<file path="src/rtl/scme_pkg.sv">
// ----------------------------------------------------------------------------
// scme_pkg
// Shared types, codes and helpers of the string compare and match engine.
// ----------------------------------------------------------------------------
package scme_pkg;

	localparam logic REQ_PATTERN = 1'b0;
	localparam logic REQ_SUBJECT = 1'b1;

	localparam logic [1:0] MODE_COMPARE  = 2'd0;
	localparam logic [1:0] MODE_CONTAINS = 2'd1;
	localparam logic [1:0] MODE_STARTS   = 2'd2;
	localparam logic [1:0] MODE_ENDS     = 2'd3;

	localparam logic CFG_MATCH_MODE  = 1'b0;
	localparam logic CFG_IGNORE_CASE = 1'b1;

	localparam logic signed [1:0] ORDER_LESS    = -2'sd1;
	localparam logic signed [1:0] ORDER_EQUAL   = 2'sd0;
	localparam logic signed [1:0] ORDER_GREATER = 2'sd1;

	localparam logic [7:0] CHAR_UPPER_A = 8'h41;
	localparam logic [7:0] CHAR_UPPER_Z = 8'h5A;
	localparam logic [7:0] CASE_OFFSET  = 8'h20;

	localparam int CMD_DEPTH = 4;
	localparam int RES_DEPTH = 2;

	typedef struct packed {
		logic       is_subject;
		logic       has_byte;
		logic       ends;
		logic [7:0] byte_raw;
		logic [7:0] byte_fold;
	} cmd_t;

	typedef struct packed {
		logic signed [1:0] order;
		logic              matched;
		logic              pattern_too_long;
	} res_t;

	function automatic logic [7:0] fold_byte(input logic [7:0] c, input logic en);
		logic [7:0] r;
		r = c;
		if (en && c >= CHAR_UPPER_A && c <= CHAR_UPPER_Z)
			r = c + CASE_OFFSET;
		return r;
	endfunction

endpackage

</file>
<file path="src/rtl/scme_fifo.sv">
// ----------------------------------------------------------------------------
// scme_fifo
// Small register queue with push/full and pop/empty sides.
// ----------------------------------------------------------------------------
module scme_fifo #(
	parameter int WIDTH = 8,
	parameter int DEPTH = 4
) (
	input  logic             clk,
	input  logic             arst_n,
	input  logic             push,
	input  logic [WIDTH-1:0] wr_data,
	output logic             full,
	input  logic             pop,
	output logic [WIDTH-1:0] rd_data,
	output logic             empty
);
	localparam int PTRW = (DEPTH > 1) ? $clog2(DEPTH) : 1;
	localparam int CNTW = $clog2(DEPTH + 1);

	logic [WIDTH-1:0] mem_q [DEPTH];
	logic [PTRW-1:0]  wr_ptr_q, rd_ptr_q;
	logic [CNTW-1:0]  count_q;
	logic             do_push, do_pop;

	assign full    = (count_q == CNTW'(DEPTH));
	assign empty   = (count_q == '0);
	assign do_push = push && !full;
	assign do_pop  = pop && !empty;
	assign rd_data = mem_q[rd_ptr_q];

	always_ff @(posedge clk) begin
		if (do_push)
			mem_q[wr_ptr_q] <= wr_data;
	end

	always_ff @(posedge clk or negedge arst_n) begin
		if (!arst_n) begin
			wr_ptr_q <= '0;
			rd_ptr_q <= '0;
			count_q  <= '0;
		end else begin
			if (do_push)
				wr_ptr_q <= (wr_ptr_q == PTRW'(DEPTH - 1)) ? '0 : wr_ptr_q + 1'b1;
			if (do_pop)
				rd_ptr_q <= (rd_ptr_q == PTRW'(DEPTH - 1)) ? '0 : rd_ptr_q + 1'b1;
			if (do_push && !do_pop)
				count_q <= count_q + 1'b1;
			else if (do_pop && !do_push)
				count_q <= count_q - 1'b1;
		end
	end

endmodule

</file>
<file path="src/rtl/scme_front.sv">
// ----------------------------------------------------------------------------
// scme_front
// Accepts input items, classifies them into commands and queues them.
// ----------------------------------------------------------------------------
module scme_front (
	input  logic          clk,
	input  logic          arst_n,
	input  logic          ignore_case,
	input  logic          push,
	output logic          full,
	input  logic          req_type,
	input  logic [7:0]    byte_value,
	input  logic          is_last,
	input  logic          is_empty,
	output scme_pkg::cmd_t cmd,
	output logic          cmd_valid,
	input  logic          cmd_pop
);
	import scme_pkg::*;

	cmd_t                 cmd_in;
	logic [$bits(cmd_t)-1:0] cmd_bits;
	logic                 cmd_empty;

	always_comb begin
		cmd_in.is_subject = (req_type == REQ_SUBJECT);
		cmd_in.has_byte   = !is_empty;
		cmd_in.ends       = is_last || is_empty;
		cmd_in.byte_raw   = byte_value;
		cmd_in.byte_fold  = fold_byte(byte_value, ignore_case);
	end

	scme_fifo #(
		.WIDTH($bits(cmd_t)),
		.DEPTH(CMD_DEPTH)
	) u_cmd_q (
		.clk    (clk),
		.arst_n (arst_n),
		.push   (push),
		.wr_data(cmd_in),
		.full   (full),
		.pop    (cmd_pop),
		.rd_data(cmd_bits),
		.empty  (cmd_empty)
	);

	assign cmd       = cmd_t'(cmd_bits);
	assign cmd_valid = !cmd_empty;

endmodule

</file>
<file path="src/rtl/scme_exec.sv">
// ----------------------------------------------------------------------------
// scme_exec
// Pattern store, shift-and match vector, compare state and result queue.
// ----------------------------------------------------------------------------
module scme_exec #(
	parameter int PATTERN_MAX = 32
) (
	input  logic                  clk,
	input  logic                  arst_n,
	input  logic [1:0]            match_mode,
	input  logic                  ignore_case,
	input  scme_pkg::cmd_t        cmd,
	input  logic                  cmd_valid,
	output logic                  cmd_pop,
	output logic                  empty,
	input  logic                  pop,
	output logic signed [1:0]     order,
	output logic                  matched,
	output logic                  pattern_too_long
);
	import scme_pkg::*;

	localparam int IW = $clog2(PATTERN_MAX);
	localparam int LW = $clog2(PATTERN_MAX + 1);
	localparam int PW = $clog2(PATTERN_MAX + 2);

	logic [7:0]             store_q [PATTERN_MAX];
	logic [LW-1:0]          len_q;
	logic                   ovf_q, restart_q;
	logic [PW-1:0]          pos_q;
	logic [PATTERN_MAX-1:0] mv_q;
	logic                   contains_q, prefix_q, decided_q;
	logic signed [1:0]      sign_q;

	logic [PATTERN_MAX-1:0] bmask, mv_upd, mv_n;
	logic [LW-1:0]          lm1, len_eff;
	logic                   ovf_eff, pos_lt, eq_at, last_upd;
	logic [7:0]             p_at;
	logic [PW-1:0]          pos_n;
	logic                   contains_n, prefix_n, decided_n;
	logic signed [1:0]      sign_n;
	logic                   ends_bit, hit, produces, go, res_full;
	res_t                   res_in, res_out;
	logic [$bits(res_t)-1:0] res_bits;

	always_comb begin
		for (int j = 0; j < PATTERN_MAX; j++)
			bmask[j] = (LW'(j) < len_q) &&
				(fold_byte(store_q[j], ignore_case) == cmd.byte_fold);
	end

	assign mv_upd   = {mv_q[PATTERN_MAX-2:0], 1'b1} & bmask;
	assign lm1      = len_q - LW'(1);
	assign last_upd = (len_q != '0) && mv_upd[lm1[IW-1:0]];
	assign pos_lt   = (PW'(len_q) > pos_q);
	assign p_at     = store_q[pos_q[IW-1:0]];
	assign eq_at    = bmask[pos_q[IW-1:0]];
	assign len_eff  = restart_q ? '0 : len_q;
	assign ovf_eff  = restart_q ? 1'b0 : ovf_q;

	// subject state after this item's byte, if it has one
	always_comb begin
		mv_n       = mv_q;
		contains_n = contains_q;
		prefix_n   = prefix_q;
		decided_n  = decided_q;
		sign_n     = sign_q;
		pos_n      = pos_q;
		if (cmd.has_byte) begin
			mv_n       = mv_upd;
			contains_n = contains_q | last_upd;
			if (pos_lt) begin
				if (!eq_at) begin
					prefix_n = 1'b0;
					if (!decided_q) begin
						decided_n = 1'b1;
						sign_n    = (cmd.byte_raw < p_at) ? ORDER_LESS : ORDER_GREATER;
					end
				end
			end else if (!decided_q) begin
				decided_n = 1'b1;
				sign_n    = ORDER_GREATER;
			end
			if (pos_q <= PW'(PATTERN_MAX))
				pos_n = pos_q + 1'b1;
		end
	end

	always_comb begin
		ends_bit = (len_q == '0) || mv_n[lm1[IW-1:0]];
		unique case (match_mode)
			MODE_CONTAINS: hit = (len_q == '0) || contains_n;
			MODE_STARTS:   hit = prefix_n && (pos_n >= PW'(len_q));
			MODE_ENDS:     hit = ends_bit;
			default:       hit = 1'b0;
		endcase
		if (match_mode != MODE_COMPARE)
			res_in.order = ORDER_EQUAL;
		else if (decided_n)
			res_in.order = sign_n;
		else
			res_in.order = (pos_n == PW'(len_q)) ? ORDER_EQUAL : ORDER_LESS;
		res_in.matched          = hit;
		res_in.pattern_too_long = ovf_q;
	end

	assign produces = cmd.is_subject && cmd.ends;
	assign go       = cmd_valid && !(produces && res_full);
	assign cmd_pop  = go;

	always_ff @(posedge clk) begin
		if (go && !cmd.is_subject && cmd.has_byte && len_eff < LW'(PATTERN_MAX))
			store_q[len_eff[IW-1:0]] <= cmd.byte_raw;
	end

	always_ff @(posedge clk or negedge arst_n) begin
		if (!arst_n) begin
			len_q      <= '0;
			ovf_q      <= 1'b0;
			restart_q  <= 1'b1;
			pos_q      <= '0;
			mv_q       <= '0;
			contains_q <= 1'b0;
			prefix_q   <= 1'b1;
			decided_q  <= 1'b0;
			sign_q     <= ORDER_EQUAL;
		end else if (go) begin
			if (!cmd.is_subject || cmd.ends) begin
				pos_q      <= '0;
				mv_q       <= '0;
				contains_q <= 1'b0;
				prefix_q   <= 1'b1;
				decided_q  <= 1'b0;
				sign_q     <= ORDER_EQUAL;
			end else begin
				pos_q      <= pos_n;
				mv_q       <= mv_n;
				contains_q <= contains_n;
				prefix_q   <= prefix_n;
				decided_q  <= decided_n;
				sign_q     <= sign_n;
			end
			if (cmd.is_subject) begin
				restart_q <= 1'b1;
			end else begin
				restart_q <= cmd.ends;
				len_q     <= len_eff;
				ovf_q     <= ovf_eff;
				if (cmd.has_byte) begin
					if (len_eff < LW'(PATTERN_MAX))
						len_q <= len_eff + 1'b1;
					else
						ovf_q <= 1'b1;
				end
			end
		end
	end

	scme_fifo #(
		.WIDTH($bits(res_t)),
		.DEPTH(RES_DEPTH)
	) u_res_q (
		.clk    (clk),
		.arst_n (arst_n),
		.push   (go && produces),
		.wr_data(res_in),
		.full   (res_full),
		.pop    (pop),
		.rd_data(res_bits),
		.empty  (empty)
	);

	assign res_out          = res_t'(res_bits);
	assign order            = res_out.order;
	assign matched          = res_out.matched;
	assign pattern_too_long = res_out.pattern_too_long;

	a_len_bound: assert property (@(posedge clk) disable iff (!arst_n)
		len_q <= LW'(PATTERN_MAX))
		else $error("pattern length beyond capacity");

	a_pos_bound: assert property (@(posedge clk) disable iff (!arst_n)
		pos_q <= PW'(PATTERN_MAX + 1))
		else $error("subject position beyond saturation");

	a_ovf_full: assert property (@(posedge clk) disable iff (!arst_n)
		ovf_q |-> len_q == LW'(PATTERN_MAX))
		else $error("overflow flagged on a pattern that is not full");

	a_sign_decided: assert property (@(posedge clk) disable iff (!arst_n)
		!decided_q |-> sign_q == ORDER_EQUAL)
		else $error("order sign set before a difference was seen");

	a_no_lost_result: assert property (@(posedge clk) disable iff (!arst_n)
		cmd_valid && produces && res_full |-> !cmd_pop)
		else $error("verdict transfer while result queue full");

endmodule

</file>
<file path="src/rtl/string_compare_and_match_engine.sv">
// ----------------------------------------------------------------------------
// string_compare_and_match_engine
// Loads a pattern byte by byte, then streams a subject and gives one verdict
// per subject: lexicographic compare, contains, starts-with or ends-with.
//
//   channel   signals                                   transfer when
//   input     push full req_type byte_value is_last     push && !full
//             is_empty
//   result    empty pop order matched pattern_too_long  pop && !empty
//   config    cfg_we cfg_index cfg_data                 cfg_we
//
// One item per cycle sustained while no verdict waits on a full result queue.
// The last item leaves the command queue; its verdict is registered in the result queue.
// A 4-entry command queue and a 2-entry result queue decouple the two sides;
// with pop held low, full rises once both queues have filled.
// Reset is asynchronous; no clearing pass, the block is ready right after it.
// ----------------------------------------------------------------------------
module string_compare_and_match_engine #(
	parameter int PATTERN_MAX = 32
) (
	input  logic              clk,
	input  logic              arst_n,
	input  logic              push,
	output logic              full,
	input  logic              req_type,
	input  logic [7:0]        byte_value,
	input  logic              is_last,
	input  logic              is_empty,
	output logic              empty,
	input  logic              pop,
	output logic signed [1:0] order,
	output logic              matched,
	output logic              pattern_too_long,
	input  logic              cfg_we,
	input  logic              cfg_index,
	input  logic [1:0]        cfg_data
);
	import scme_pkg::*;

	logic [1:0] match_mode_q;
	logic       ignore_case_q;
	cmd_t       cmd;
	logic       cmd_valid, cmd_pop;

	always_ff @(posedge clk or negedge arst_n) begin
		if (!arst_n) begin
			match_mode_q  <= MODE_COMPARE;
			ignore_case_q <= 1'b0;
		end else if (cfg_we) begin
			unique case (cfg_index)
				CFG_MATCH_MODE:  match_mode_q  <= cfg_data;
				CFG_IGNORE_CASE: ignore_case_q <= cfg_data[0];
				default: ;
			endcase
		end
	end

	scme_front u_front (
		.clk        (clk),
		.arst_n     (arst_n),
		.ignore_case(ignore_case_q),
		.push       (push),
		.full       (full),
		.req_type   (req_type),
		.byte_value (byte_value),
		.is_last    (is_last),
		.is_empty   (is_empty),
		.cmd        (cmd),
		.cmd_valid  (cmd_valid),
		.cmd_pop    (cmd_pop)
	);

	scme_exec #(
		.PATTERN_MAX(PATTERN_MAX)
	) u_exec (
		.clk             (clk),
		.arst_n          (arst_n),
		.match_mode      (match_mode_q),
		.ignore_case     (ignore_case_q),
		.cmd             (cmd),
		.cmd_valid       (cmd_valid),
		.cmd_pop         (cmd_pop),
		.empty           (empty),
		.pop             (pop),
		.order           (order),
		.matched         (matched),
		.pattern_too_long(pattern_too_long)
	);

endmodule
</file>
<file path="config.mk">
export PLATFORM = sky130hd
export DESIGN_NAME = string_compare_and_match_engine
export DESIGN_NICKNAME = d
export VERILOG_FILES = /design/src/rtl/scme_pkg.sv /design/src/rtl/scme_fifo.sv /design/src/rtl/scme_front.sv /design/src/rtl/scme_exec.sv /design/src/rtl/string_compare_and_match_engine.sv
export SDC_FILE = /design/constraint.sdc
export NUM_CORES = 1
export LEC_CHECK = 0
export ABC_AREA = 1
export BUFFER_PORTS_ARGS = -buffer_cell sky130_fd_sc_hd__buf_2
export CAP_MARGIN = 20
export CORE_ASPECT_RATIO = 2
export CORE_MARGIN = 2
export CORE_UTILIZATION = 28
export DETAILED_ROUTE_END_ITERATION = 10
export GPL_TIMING_DRIVEN = 0
export RECOVER_POWER = 25
export SLEW_MARGIN = 20
export SYNTH_ARGS = -nofsm -noshare
export SYNTH_HDL_FRONTEND = slang
export SYNTH_SLANG_ARGS = --single-unit
</file>
<file path="constraint.sdc">
create_clock -name clk -period 3.6 [get_ports clk]
set_clock_uncertainty 0.05 [all_clocks]
set_input_delay 0.18 -clock clk [delete_from_list [all_inputs] [get_ports clk]]
set_output_delay 0.18 -clock clk [all_outputs]
set_load 0.02 [all_outputs]
</file>
# == After elaboration in Yosys (flattened, before gate mapping) ==
# Memories as Yosys holds them, arrays and structs flattened.
# Index checks and enable logic that the tools add are counted.
# classes
add_sub_neg,44
multipliers,0
div_mod_pow,0
magnitude_cmp,105
n_eq_ne,40
n_shift,0
mux,86
bitwise_logic,4
reduce_logical,140
# ops
cell,count
$add A8 B6 Y8 const B,33
$ge A8 B7 Y1 const B,33
$le A8 B7 Y1 const B,33
$mux W8,33
$eq A8 B8 Y1,32
$logic_and A1 B1 Y1,115
$lt A5 B6 Y1 const A,16
$mux W32,2
$lt A4 B6 Y1 const A,8
$mux W6,6
$and A32 B32 Y32,1
$mux W2,14
$mux W1,25
$lt A3 B6 Y1 const A,4
$bmux W1 S5,3
$add A6 B1 Y6 const B,2
$lt A1 B6 Y1 const A,2
$lt A2 B6 Y1 const A,2
$lt A5 B6 Y1 const B,2
$logic_not A1 Y1,11
$eq A2 B2 Y1 const B,5
$lt A8 B8 Y1,1
$add A2 B1 Y2 const B,3
$eq A6 B6 Y1,1
other kinds (22),32
# word_totals
register_bits,65
latchBits,0
ram_bits,340
rom_bits,0
inputBits,19
output_inout_bits,6
word_cells,439
memories,3
# mem_list
memory,words,width,rd,rd_clocked_by_memory_dff,write_ports,line,text
u_exec.store_q,32,8,33,0,1,scme_exec.sv:27,logic [7:0] store_q [PATTERN_MAX];
u_front.u_cmd_q.mem_q,4,19,1,0,1,scme_fifo.sv:21,logic [WIDTH-1:0] mem_q [DEPTH];
u_exec.u_res_q.mem_q,2,4,1,0,1,scme_fifo.sv:21,

# == Depth between registers and ports, before layout ==
# Gate-level depths: netlist of the first run.
# logic_depth
depth_word,14
depth_mapped,27
ltp_nobuf,26

# == Hierarchy ==
# Synthesis of the first run repeated with hierarchy kept, for this count alone.
# hier_totals
hier_cells,3526
area_unflattened_um2,26849.5
# by_module_without_submodules
module,n_inst,cells_each,area_each_um2,seq_area_each_um2
scme_exec,1,3151,22471.6,8966.1
scme_fifo at u_front.u_cmd_q,1,282,3593.4,2457.4
scme_fifo at u_exec.u_res_q,1,52,519.2,340.3
scme_front,1,26,138.9,0.0
string_compare_and_match_engine,1,15,126.4,75.1

# == Least setup slack after synthesis of the first run ==
# Ideal clock, no wire load.
# synth_path
path_kind,reg-to-reg
from,register u_front.u_cmd_q.rd_ptr_q[0]
to,"memory u_exec.u_res_q.mem_q[0][3] (netlist bit), data pin"
setup_ps,131
arrival_time_ps,3452
required_time_ps,3419
path_slack_ps,-33
path_stages_with_launch,18
path_buffers,2
period_less_slack_ps,3633
path_cell_list,dfrtp_1 > inv_2 > buf_4 > clkbuf_1 > o21ai_0 > o22ai_1 > ha_1 > a211o_1 > a31o_2 > a41oi_1 > nand2_1 > nand2_1 > nand3_1 > nand3_1 > nand2_1 > nand3_1 > nand2_1 > inv_1
# synth_rtl
item,line,text
"start, declared",scme_fifo.sv:22,"logic [PTRW-1:0] wr_ptr_q, rd_ptr_q;"
"start signal, assigned",scme_fifo.sv:46,rd_ptr_q <= (rd_ptr_q == PTRW'(DEPTH - 1)) ? '0 : rd_ptr_q + 1'b1;
"end, declared",scme_fifo.sv:21,

==> results of run 1 <==
==> repair_timing <==
action                                  CTS  global route
hold endpoints to repair                127             0
cloned                                    5             3
setup buffers                            53            56
endpoints found under the setup margin  287            54
pin swaps                                44            62
resized for setup                       472           181
hold buffers                             22             0
==> through the flow <==
| step | power [W] | hold WS (ns) | setup WS, ns | TNS, ns | utilization |
|---|---|---|---|---|---|
| 2_1_floorplan | 0.0140 | -0.166 | 0.0259 | 0 | - |
| 4_1_cts | 0.0286 | 0.0692 | -0.178 | -0.425 | 0.344 |
| 6_report | 0.0309 | 0.277 | -0.298 | -4.51 | 0.355 |
| 3_3_place_gp | 0.0213 | 0.352 | -3.84 | -522.57 | 0.300 |
| 5_1_grt | 0.0314 | 0.300 | -0.427 | -8.06 | 0.355 |
| 3_5_place_dp | 0.0220 | 0.0184 | -2.23 | -314.41 | 0.303 |
==> area by class of cell <==
| type | count | area share |
|---|---|---|
| sequential | 385 | 0.338 |
| tap | 1207 | 0.0454 |
| antenna | 4 | 0.000301 |
| inverter | 381 | 0.0458 |
| clock buffer | 40 | 0.0288 |
| timing repair buffer | 172 | 0.0507 |
| multi-input combinational | 2759 | 0.434 |
| timing repair inverter | 3 | 0.000564 |
| buffer | 140 | 0.0460 |
| clock inverter | 30 | 0.0108 |
==> path summary, 6_finish.rpt <==
kind,from,endpoint,slack (ns),cells after the start
min in group asynchronous,arst_n,u_exec.mv_q[11]$_DFFE_PN0P_,0.69,3
max,u_exec.pos_q[0]$_DFFE_PN0P_,u_exec.u_res_q.mem_q[0][3]$_DFFE_PP_,-0.30,24
min reg2reg,u_exec.mv_q[31]$_DFFE_PN0P_,u_exec.mv_q[31]$_DFFE_PN0P_,0.43,1
min,cfg_index,ignore_case_q$_DFFE_PN0P_,0.28,3
max in group asynchronous,arst_n,u_exec.pos_q[1]$_DFFE_PN0P_,0.28,3
max reg2reg,u_exec.pos_q[0]$_DFFE_PN0P_,u_exec.u_res_q.mem_q[0][3]$_DFFE_PP_,-0.30,24
==> sequential cells by signal, summed over array words and instances, names as in the netlist, 3 cells and up <==
signal                   cells
u_exec.pos_q                 6
u_exec.len_q                 6
u_exec.store_q             256
u_exec.mv_q                 32
u_front.u_cmd_q.mem_q       56
u_front.u_cmd_q.count_q      3
u_exec.u_res_q.mem_q         8
==> power groups by stage <==
| stage | logic (W) | clock network (W) | registers (W) |
|---|---|---|---|
| 2_1_floorplan | 0.00774 | 0 | 0.00624 |
| 4_1_cts | 0.0179 | 0.00450 | 0.00622 |
| 5_1_grt | 0.0204 | 0.00466 | 0.00628 |
| 3_3_place_gp | 0.0150 | 0 | 0.00633 |
| 3_5_place_dp | 0.0156 | 0 | 0.00633 |
| 6_report | 0.0201 | 0.00448 | 0.00624 |
==> routing by layer <==
layer / vias up / GRT usage
li1: 12683 / -
met5: - / 0
met2: 1625 / 0.561
met4: 2 / 0.358
met3: 825 / 0.0722
met1: 13696 / 0.288
==> cell usage in the layout, fill, tap and decap left out, types with 29 or more instances in the layout <==
master / n
nand3_1: 363
nand2_2: 30
a21oi_1: 187
clkbuf_1: 36
dfrtp_1: 58
inv_1: 361
clkbuf_16: 53
o21ai_1: 29
ha_1: 65
nor2_1: 310
nor2_2: 47
nand2_1: 1128
nand4_1: 94
o21ai_0: 162
nand3b_1: 31
nor2_4: 64
edfxtp_1: 320
buf_4: 104
==> worst max-delay path: cells and delay by family (launching register included) <==
family / cells / cell delay [ns]
adder cells (fa/ha/maj): 1 / 0.37
buffers and inverters: 7 / 1.00
flip-flops: 1 / 0.46
AO/OA/AOI/OAI: 5 / 0.89
AND/OR/NAND/NOR: 11 / 0.82
==> cells by family (layout without fill, tap and decap cells) <==
kind of cell,after synthesis,in the layout
other,0,4
AOI/OAI and AO/OA,515,515
buffers and inverters,524,766
and+or+nand+nor,2136,2136
muxes,2,2
adders and majority gates,68,68
DFF,385,385
xor gates and xnor gates,38,38
==> results.md, run 1 <==
* Status: finished, violations left
* Violated checks: max-capacitance violations, max-slew violations, negative setup slack
* Synth Warn # at 0
* Hpwl dp at ~120,000 um
* WL met2 at 77,000 um
* Worst-skew pair later-pin latency at between 0.6 and 0.7 ns
* Residual DRC count at 0
* Die X at ~220 um
* Clock period minus worst slack at between 3 and 4 ns
* Antenna violations before repair at 4
* Switching Share at 0.542
* LEAKAGE at approximately 15 nW
* Crit path capture type: flop
* Cell area after layout at roughly 33,000 sq um
* Setup WS post-layout at -0.298 ns
* Vias in the first global route at 27,815
* CTS buffer count at 38
* Worst hold path class: input pin to flop
* Mapped cell area at approximately 26,000 sq um
* Area occupied by multi-input gates at between 10,000 and 15,000 sq um
* Filler Cells Inserted at 9,852
* Starting Density at 0.282
* Largest family of logic cells by synthesized area: simple AND/OR/NAND/NOR gates
* Crit path max fanout at 5
* Syn avg cell area at around 7 sq um
* Critical path's slowest cell: dfrtp_2
* Clock Tree Root: clkbuf_16
* CP Data Required Time at 3.93 ns
* Core Rows at 159
* Iter 0 DRT Violations at 2,708
* Simple-gate share of the synthesized area at 0.341
* Inst Count DP at between 4,000 and 5,000
* Synth Flop Type: edfxtp_1
* Maximum vdd drop at 519 uV
* Setup-failing EPs final at 27
* Clock Tree Buf Depth at 3
* Achievable frequency at 257 MHz
* Gp weighted congestion at 1.08
* Final period util at 1.08
* Synth Area in Adders at 0.0324
* Ranking of synthesized cells by area: edfxtp_1 36%, nand2_1 16%, nand3_1 7.2%, dfrtp_1 6.0%, nor2_1 5.9%
* Met3 Wirelength at 12,400 um
* Sequential area share after synthesis at 0.425
* #FFs+latches synth at slightly below 400
* Post-synthesis xor/xnor area fraction at 0.0126
* Clock power share at 0.145
* Met1 WL at just under 50,000 um
* Ys async rst share at 0.169
* Most used cell, CP: nand2_2
* Net count after synthesis at roughly 3,800
* Synth unique cells at 51
* Vias at a little under 30,000
* Top-count cell post-synth: nand2_1
* Data arrival, critical path at 4.22 ns
* Gr usage total at 0.320
* GRT Residual Overflow at 0
* Hold Vio Cnt, Final at 0
* Area growth from synthesis to layout at 25.7%
* Core ar. at 93,700 sq um
* Critical path startpoint category: flop
* Dpl cell area at between 20,000 and 30,000 sq um
* EDFF count, synth at 320
* Gate power share at 0.652
* First-pass GRT wire length at around 210,000 um
* CTS H-tree depth at 2
* Clock sink count at ~390
* Highest metal used: met5
* Post-synthesis mux area share at 0.000851
* Non-filler cells, final at a little over 5,000
* Max-slew violations at between 70 and 80
* Die area at slightly below 100,000 sq um
* Worst slew pin tran at roughly 3.1 ns
* I/O pin total at 25
* CP Class: flop to flop
* Psw at ~0.017 W
* Max-Slew Margin vs Limit at -1.07
* Pin count of the biggest net entering global routing at between 50 and 60
* ANT nets after route at 0
* Part of the power in registers at 0.202
* Die Ht at 439 um
* Layout cells sized above 1 at 0.151
* Vias per Instance at 5.63
* WL/cell at 31.5 um
* Unrepaired setup endpoints after global routing: yes
* Compound-Gate Fraction of Synth Area at 0.108
* Total Wirelength at 161,000 um
* Final nets at approximately 4,000
* Cells along the critical path: clkbuf_16, buf_12, clkbuf_16, clkbuf_16, buf_4, a21oi_1, o21ai_0, a21oi_2, a2111oi_2, buf_4, nand2_1, o41ai_1, ha_1, nand2_1, nor2_1, nand2_2, nand2_2, nand2_2, nand3_2, nand3_2, nand2_2, nand3_2, nand2_2, inv_2
* Max-cap violations at 2
* Crit-path max cell delay at approximately 0.46 ns
* Cell accounting for the most synthesized area: edfxtp_1
* FF+latch area at between 10,000 and 15,000 sq um
* CTS tree: built
* PortBufs at 24
* Int Power at 0.0141 W
* Clock-pin slew on the worst setup and hold paths at approximately 0.07 ns
* Pre-antenna DRT Iters at 7
* Post-synth top area share at 0.363
* Post-Syn Instances at ~3,700
* Power per cell area at 927 nW/um^2
* Most instantiated cells after synthesis: 1,161 x nand2_1, 416 x nor2_1, 380 x nand3_1
(Power assumes the default switching activity.)
==> run 2: changes to the inputs <==
Clock period 3.6 ns to 4.7 ns, I/O delays scaled along.
==> run 2 against run 1 <==
The flow still finishes with violations (max-capacitance violations, max-slew violations, negative setup slack). Clock power shrank 19%. Non-clock buffer count shrank 109. First-iteration DRC count shrank 12%. Die area is the same.
==> results.md, run 2 (synthesis gave the netlist of run 1 again) <==
* Crit path capture type: flop (unchanged)
* FF+latch area at 11,200 sq um (about the same)
* Critical path startpoint category: flop (unchanged)
* Hpwl dp at 120,000 um (was 119,000 um)
* Layout cells sized above 1 at 0.0769 (was 0.151)
* Reg2Reg Setup Slack at -0.06 ns (was -0.30 ns)
* Clock Tree Buf Depth at 3 (unchanged)
* Fin util at 0.324 (was 0.355)
* CP top delay family: simple AND/OR/NAND/NOR gates (was buffers and inverters)
* Gp weighted congestion at 1.10 (was 1.08)
* Pin count of the biggest net entering global routing at 52 (unchanged)
* Crit-path max cell delay at 0.60 ns (was 0.46 ns)
* Core ar. at 93,700 sq um (unchanged)
* Status: finished, violations left (unchanged)
* Area growth from synthesis to layout at 14.6% (was 25.7%)
* Antenna violations before repair at 8 (was 4)
* Setup WS post-layout at -0.0584 ns (was -0.298 ns)
* Residual DRC count at 0 (unchanged)
* Starting Density at 0.282 (unchanged)
* WHS at 0.0205 ns (was 0.277 ns)
* Die X at 221 um (unchanged)
* Worst hold path class: input pin to flop (unchanged)
* CTS H-tree depth at 2 (unchanged)
* Worst Hold End: match_mode_q[1]$_DFFE_PN0P_ (was ignore_case_q$_DFFE_PN0P_)
* Setup TNS at -0.117 ns (was -4.51 ns)
* CTS tree: built (unchanged)
* Die area at 97,100 sq um (unchanged)
* Clock sink count at 385 (unchanged)
* Critical path's slowest cell: dfrtp_1 (was dfrtp_2)
* Achievable frequency at 210 MHz (was 257 MHz)
* Vias at 28,164 (was 28,831)
* Gr usage total at 0.312 (was 0.320)
* Max reg flops at 256 (unchanged)
* Area occupied by multi-input gates at 13,300 sq um (was 14,400 sq um)
* Crit path max fanout at 9 (was 5)
* Part of the power in registers at 0.227 (was 0.202)
* Worst reg2reg path startpoint: u_exec.len_q[5]$_DFFE_PN0P_ (was u_exec.pos_q[0]$_DFFE_PN0P_)
* Final period util at 1.01 (was 1.08)
* PortBufs at 24 (unchanged)
* Worst slew pin tran at 3.10 ns (about the same)
* Worst R2R End: u_exec.u_res_q.mem_q[1][3]$_DFFE_PP_ (was u_exec.u_res_q.mem_q[0][3]$_DFFE_PP_)
* Maximum vdd drop at 435 uV (was 519 uV)
* ANT nets after route at 0 (unchanged)
* LEAKAGE at 13.4 nW (was 14.5 nW)
* Clock Tree Root: clkbuf_16 (unchanged)
* Hold path start: cfg_index (unchanged)
* Vias in the first global route at 27,325 (was 27,815)
* Switching Share at 0.552 (was 0.542)
* Setup-failing EPs final at 2 (was 27)
* Max-Slew Margin vs Limit at -1.07 (about the same)
* Most frequent cells in the layout: 1,159 x nand2_1, 380 x nand3_1, 377 x nor2_1 (was 1,128 x nand2_1, 363 x nand3_1, 361 x inv_1)
* R2r worst-path depth at 21 (was 24)
* Unrepaired setup endpoints after global routing: yes (unchanged)
* First-pass GRT wire length at 210,000 um (was 214,000 um)
* Die Ht at 439 um (unchanged)
* Most used cell, CP: nand2_1 (was nand2_2)
* Cells along the critical path: clkinv_1, o21ai_1, inv_1, o21ai_0, o21ai_0, nor2_1, nand2_1, nor2_1, nand3_1, nand2_1, nor3_1, nor2_1, nand3_1, nand2_2, nand2_2, nand2_2, nand3_1, nand2_1, inv_2, nand2_1, inv_1 (was clkbuf_16, buf_12, clkbuf_16, clkbuf_16, buf_4, a21oi_1, o21ai_0, a21oi_2, a2111oi_2, buf_4, nand2_1, o41ai_1, ha_1, nand2_1, nor2_1, nand2_2, nand2_2, nand2_2, nand3_2, nand3_2, nand2_2, nand3_2, nand2_2, inv_2)
* Clock period minus worst slack at 4.76 ns (was 3.90 ns)
* Power per cell area at 695 nW/um^2 (was 927 nW/um^2)
* Worst-skew pair later-pin latency at 0.61 ns (was 0.63 ns)
* Setup Buffers After CTS at 0 (was 53)
* Hold Vio Cnt, Final at 0 (unchanged)
* Core Rows at 159 (unchanged)
* Final nets at 3,857 (was 3,967)
* CP Data Required Time at 5.01 ns (was 3.93 ns)
* CP bufs+invs at 4 (was 7)
* Data arrival, critical path at 5.07 ns (was 4.22 ns)
* Vias per Instance at 5.62 (was 5.63)
* Total Wirelength at 156,000 um (was 161,000 um)
* I/O pin total at 25 (unchanged)
* Psw at 0.0116 W (was 0.0167 W)
* Max-slew violations at 52 (was 73)
* Pre-antenna DRT Iters at 7 (unchanged)
* Number of cells on the worst hold path at 4 (was 3)
* CP Class: flop to flop (unchanged)
* Stages on the worst setup path at 21 (was 24)
* GRT Residual Overflow at 0 (unchanged)
* Most common cell after layout, fill and taps aside: nand2_1 (unchanged)
* Gate power share at 0.601 (was 0.652)
* Violated checks: max-capacitance violations, max-slew violations, negative setup slack (unchanged)
* Clock-pin slew on the worst setup and hold paths at 0.08 ns (was 0.07 ns)
* WL/cell at 31.1 um (was 31.5 um)
* Iter 0 DRT Violations at 2,378 (was 2,708)
* Max-cap violations at 1 (was 2)
* Clock power share at 0.172 (was 0.145)
* Filler Cells Inserted at 10,130 (was 9,852)
* CTS buffer count at 40 (was 38)
* Int Power at 0.00945 W (was 0.0141 W)
==> run 2: power groups by stage <==
stage	Clock, W	Sequential [W]	Combinational, W
2_1_floorplan	0	0.00478	0.00593
3_3_place_gp	0	0.00488	0.0115
3_5_place_dp	0	0.00485	0.0121
4_1_cts	0.00365	0.00477	0.0122
5_1_grt	0.00375	0.00481	0.0130
6_report	0.00363	0.00479	0.0127
==> run 2: layer usage <==
metal | up-vias | global-route usage | wire [um]
li1 | 12455 | - | -
met1 | 13431 | 0.290 | 48600
met2 | 1544 | 0.552 | 76400
met3 | 722 | 0.0605 | 10700
met4 | 12 | 0.334 | 20100
met5 | - | 0 | 77
==> run 2: what timing repair did <==
action	in CTS	in global routing
endpoints found under the hold margin	113	0
endpoints found under the setup margin	59	193
gates resized for setup	48	73
cloned	0	0
pin swaps	0	1
hold buffers	21	0
==> run 2: cell type report <==
cell class / count / area share
repair buffers: 61 / 0.0203
clock buffers: 42 / 0.0332
clock inverters: 28 / 0.0135
flip-flops and latches: 385 / 0.371
diodes: 6 / 0.000495
multi-input cells: 2759 / 0.439
inverters: 381 / 0.0477
plain buffers: 142 / 0.0250
well taps: 1207 / 0.0498
==> run 2: worst min-delay path, cell delays in order <==
cell     delay, ns
buf_2         0.10
inv_1         0.04
nand2_1       0.10
mux2_2        0.16
==> run 2: worst max path at each step <==
stage	from	to
6_report	u_exec.len_q[5]$_DFFE_PN0P_	u_exec.u_res_q.mem_q[1][3]$_DFFE_PP_
5_1_grt	u_front.u_cmd_q.rd_ptr_q[0]$_DFFE_PN0P_	u_exec.store_q[26][1]$_DFFE_PP_
4_1_cts	u_exec.pos_q[0]$_DFFE_PN0P_	u_exec.u_res_q.mem_q[0][3]$_DFFE_PP_
3_5_place_dp	u_exec.pos_q[0]$_DFFE_PN0P_	u_exec.u_res_q.mem_q[0][3]$_DFFE_PP_
3_3_place_gp	u_front.u_cmd_q.rd_ptr_q[0]$_DFFE_PN0P_	u_exec.u_res_q.mem_q[0][3]$_DFFE_PP_
2_1_floorplan	u_front.u_cmd_q.rd_ptr_q[0]$_DFFE_PN0P_	u_exec.u_res_q.mem_q[0][3]$_DFFE_PP_
==> run 2: through the flow <==
step                power (W)  setup slack [ns]  std cells  cell area [sq um]
global route           0.0216           -0.0507       5006              30300
CTS                    0.0206           0.00265       5006              30300
floorplan              0.0107              1.07       3668              26500
detailed placement     0.0170            -0.973       4915              28500
finish                 0.0211           -0.0584       5011              30300
global placement       0.0164             -3.03       4899              28100
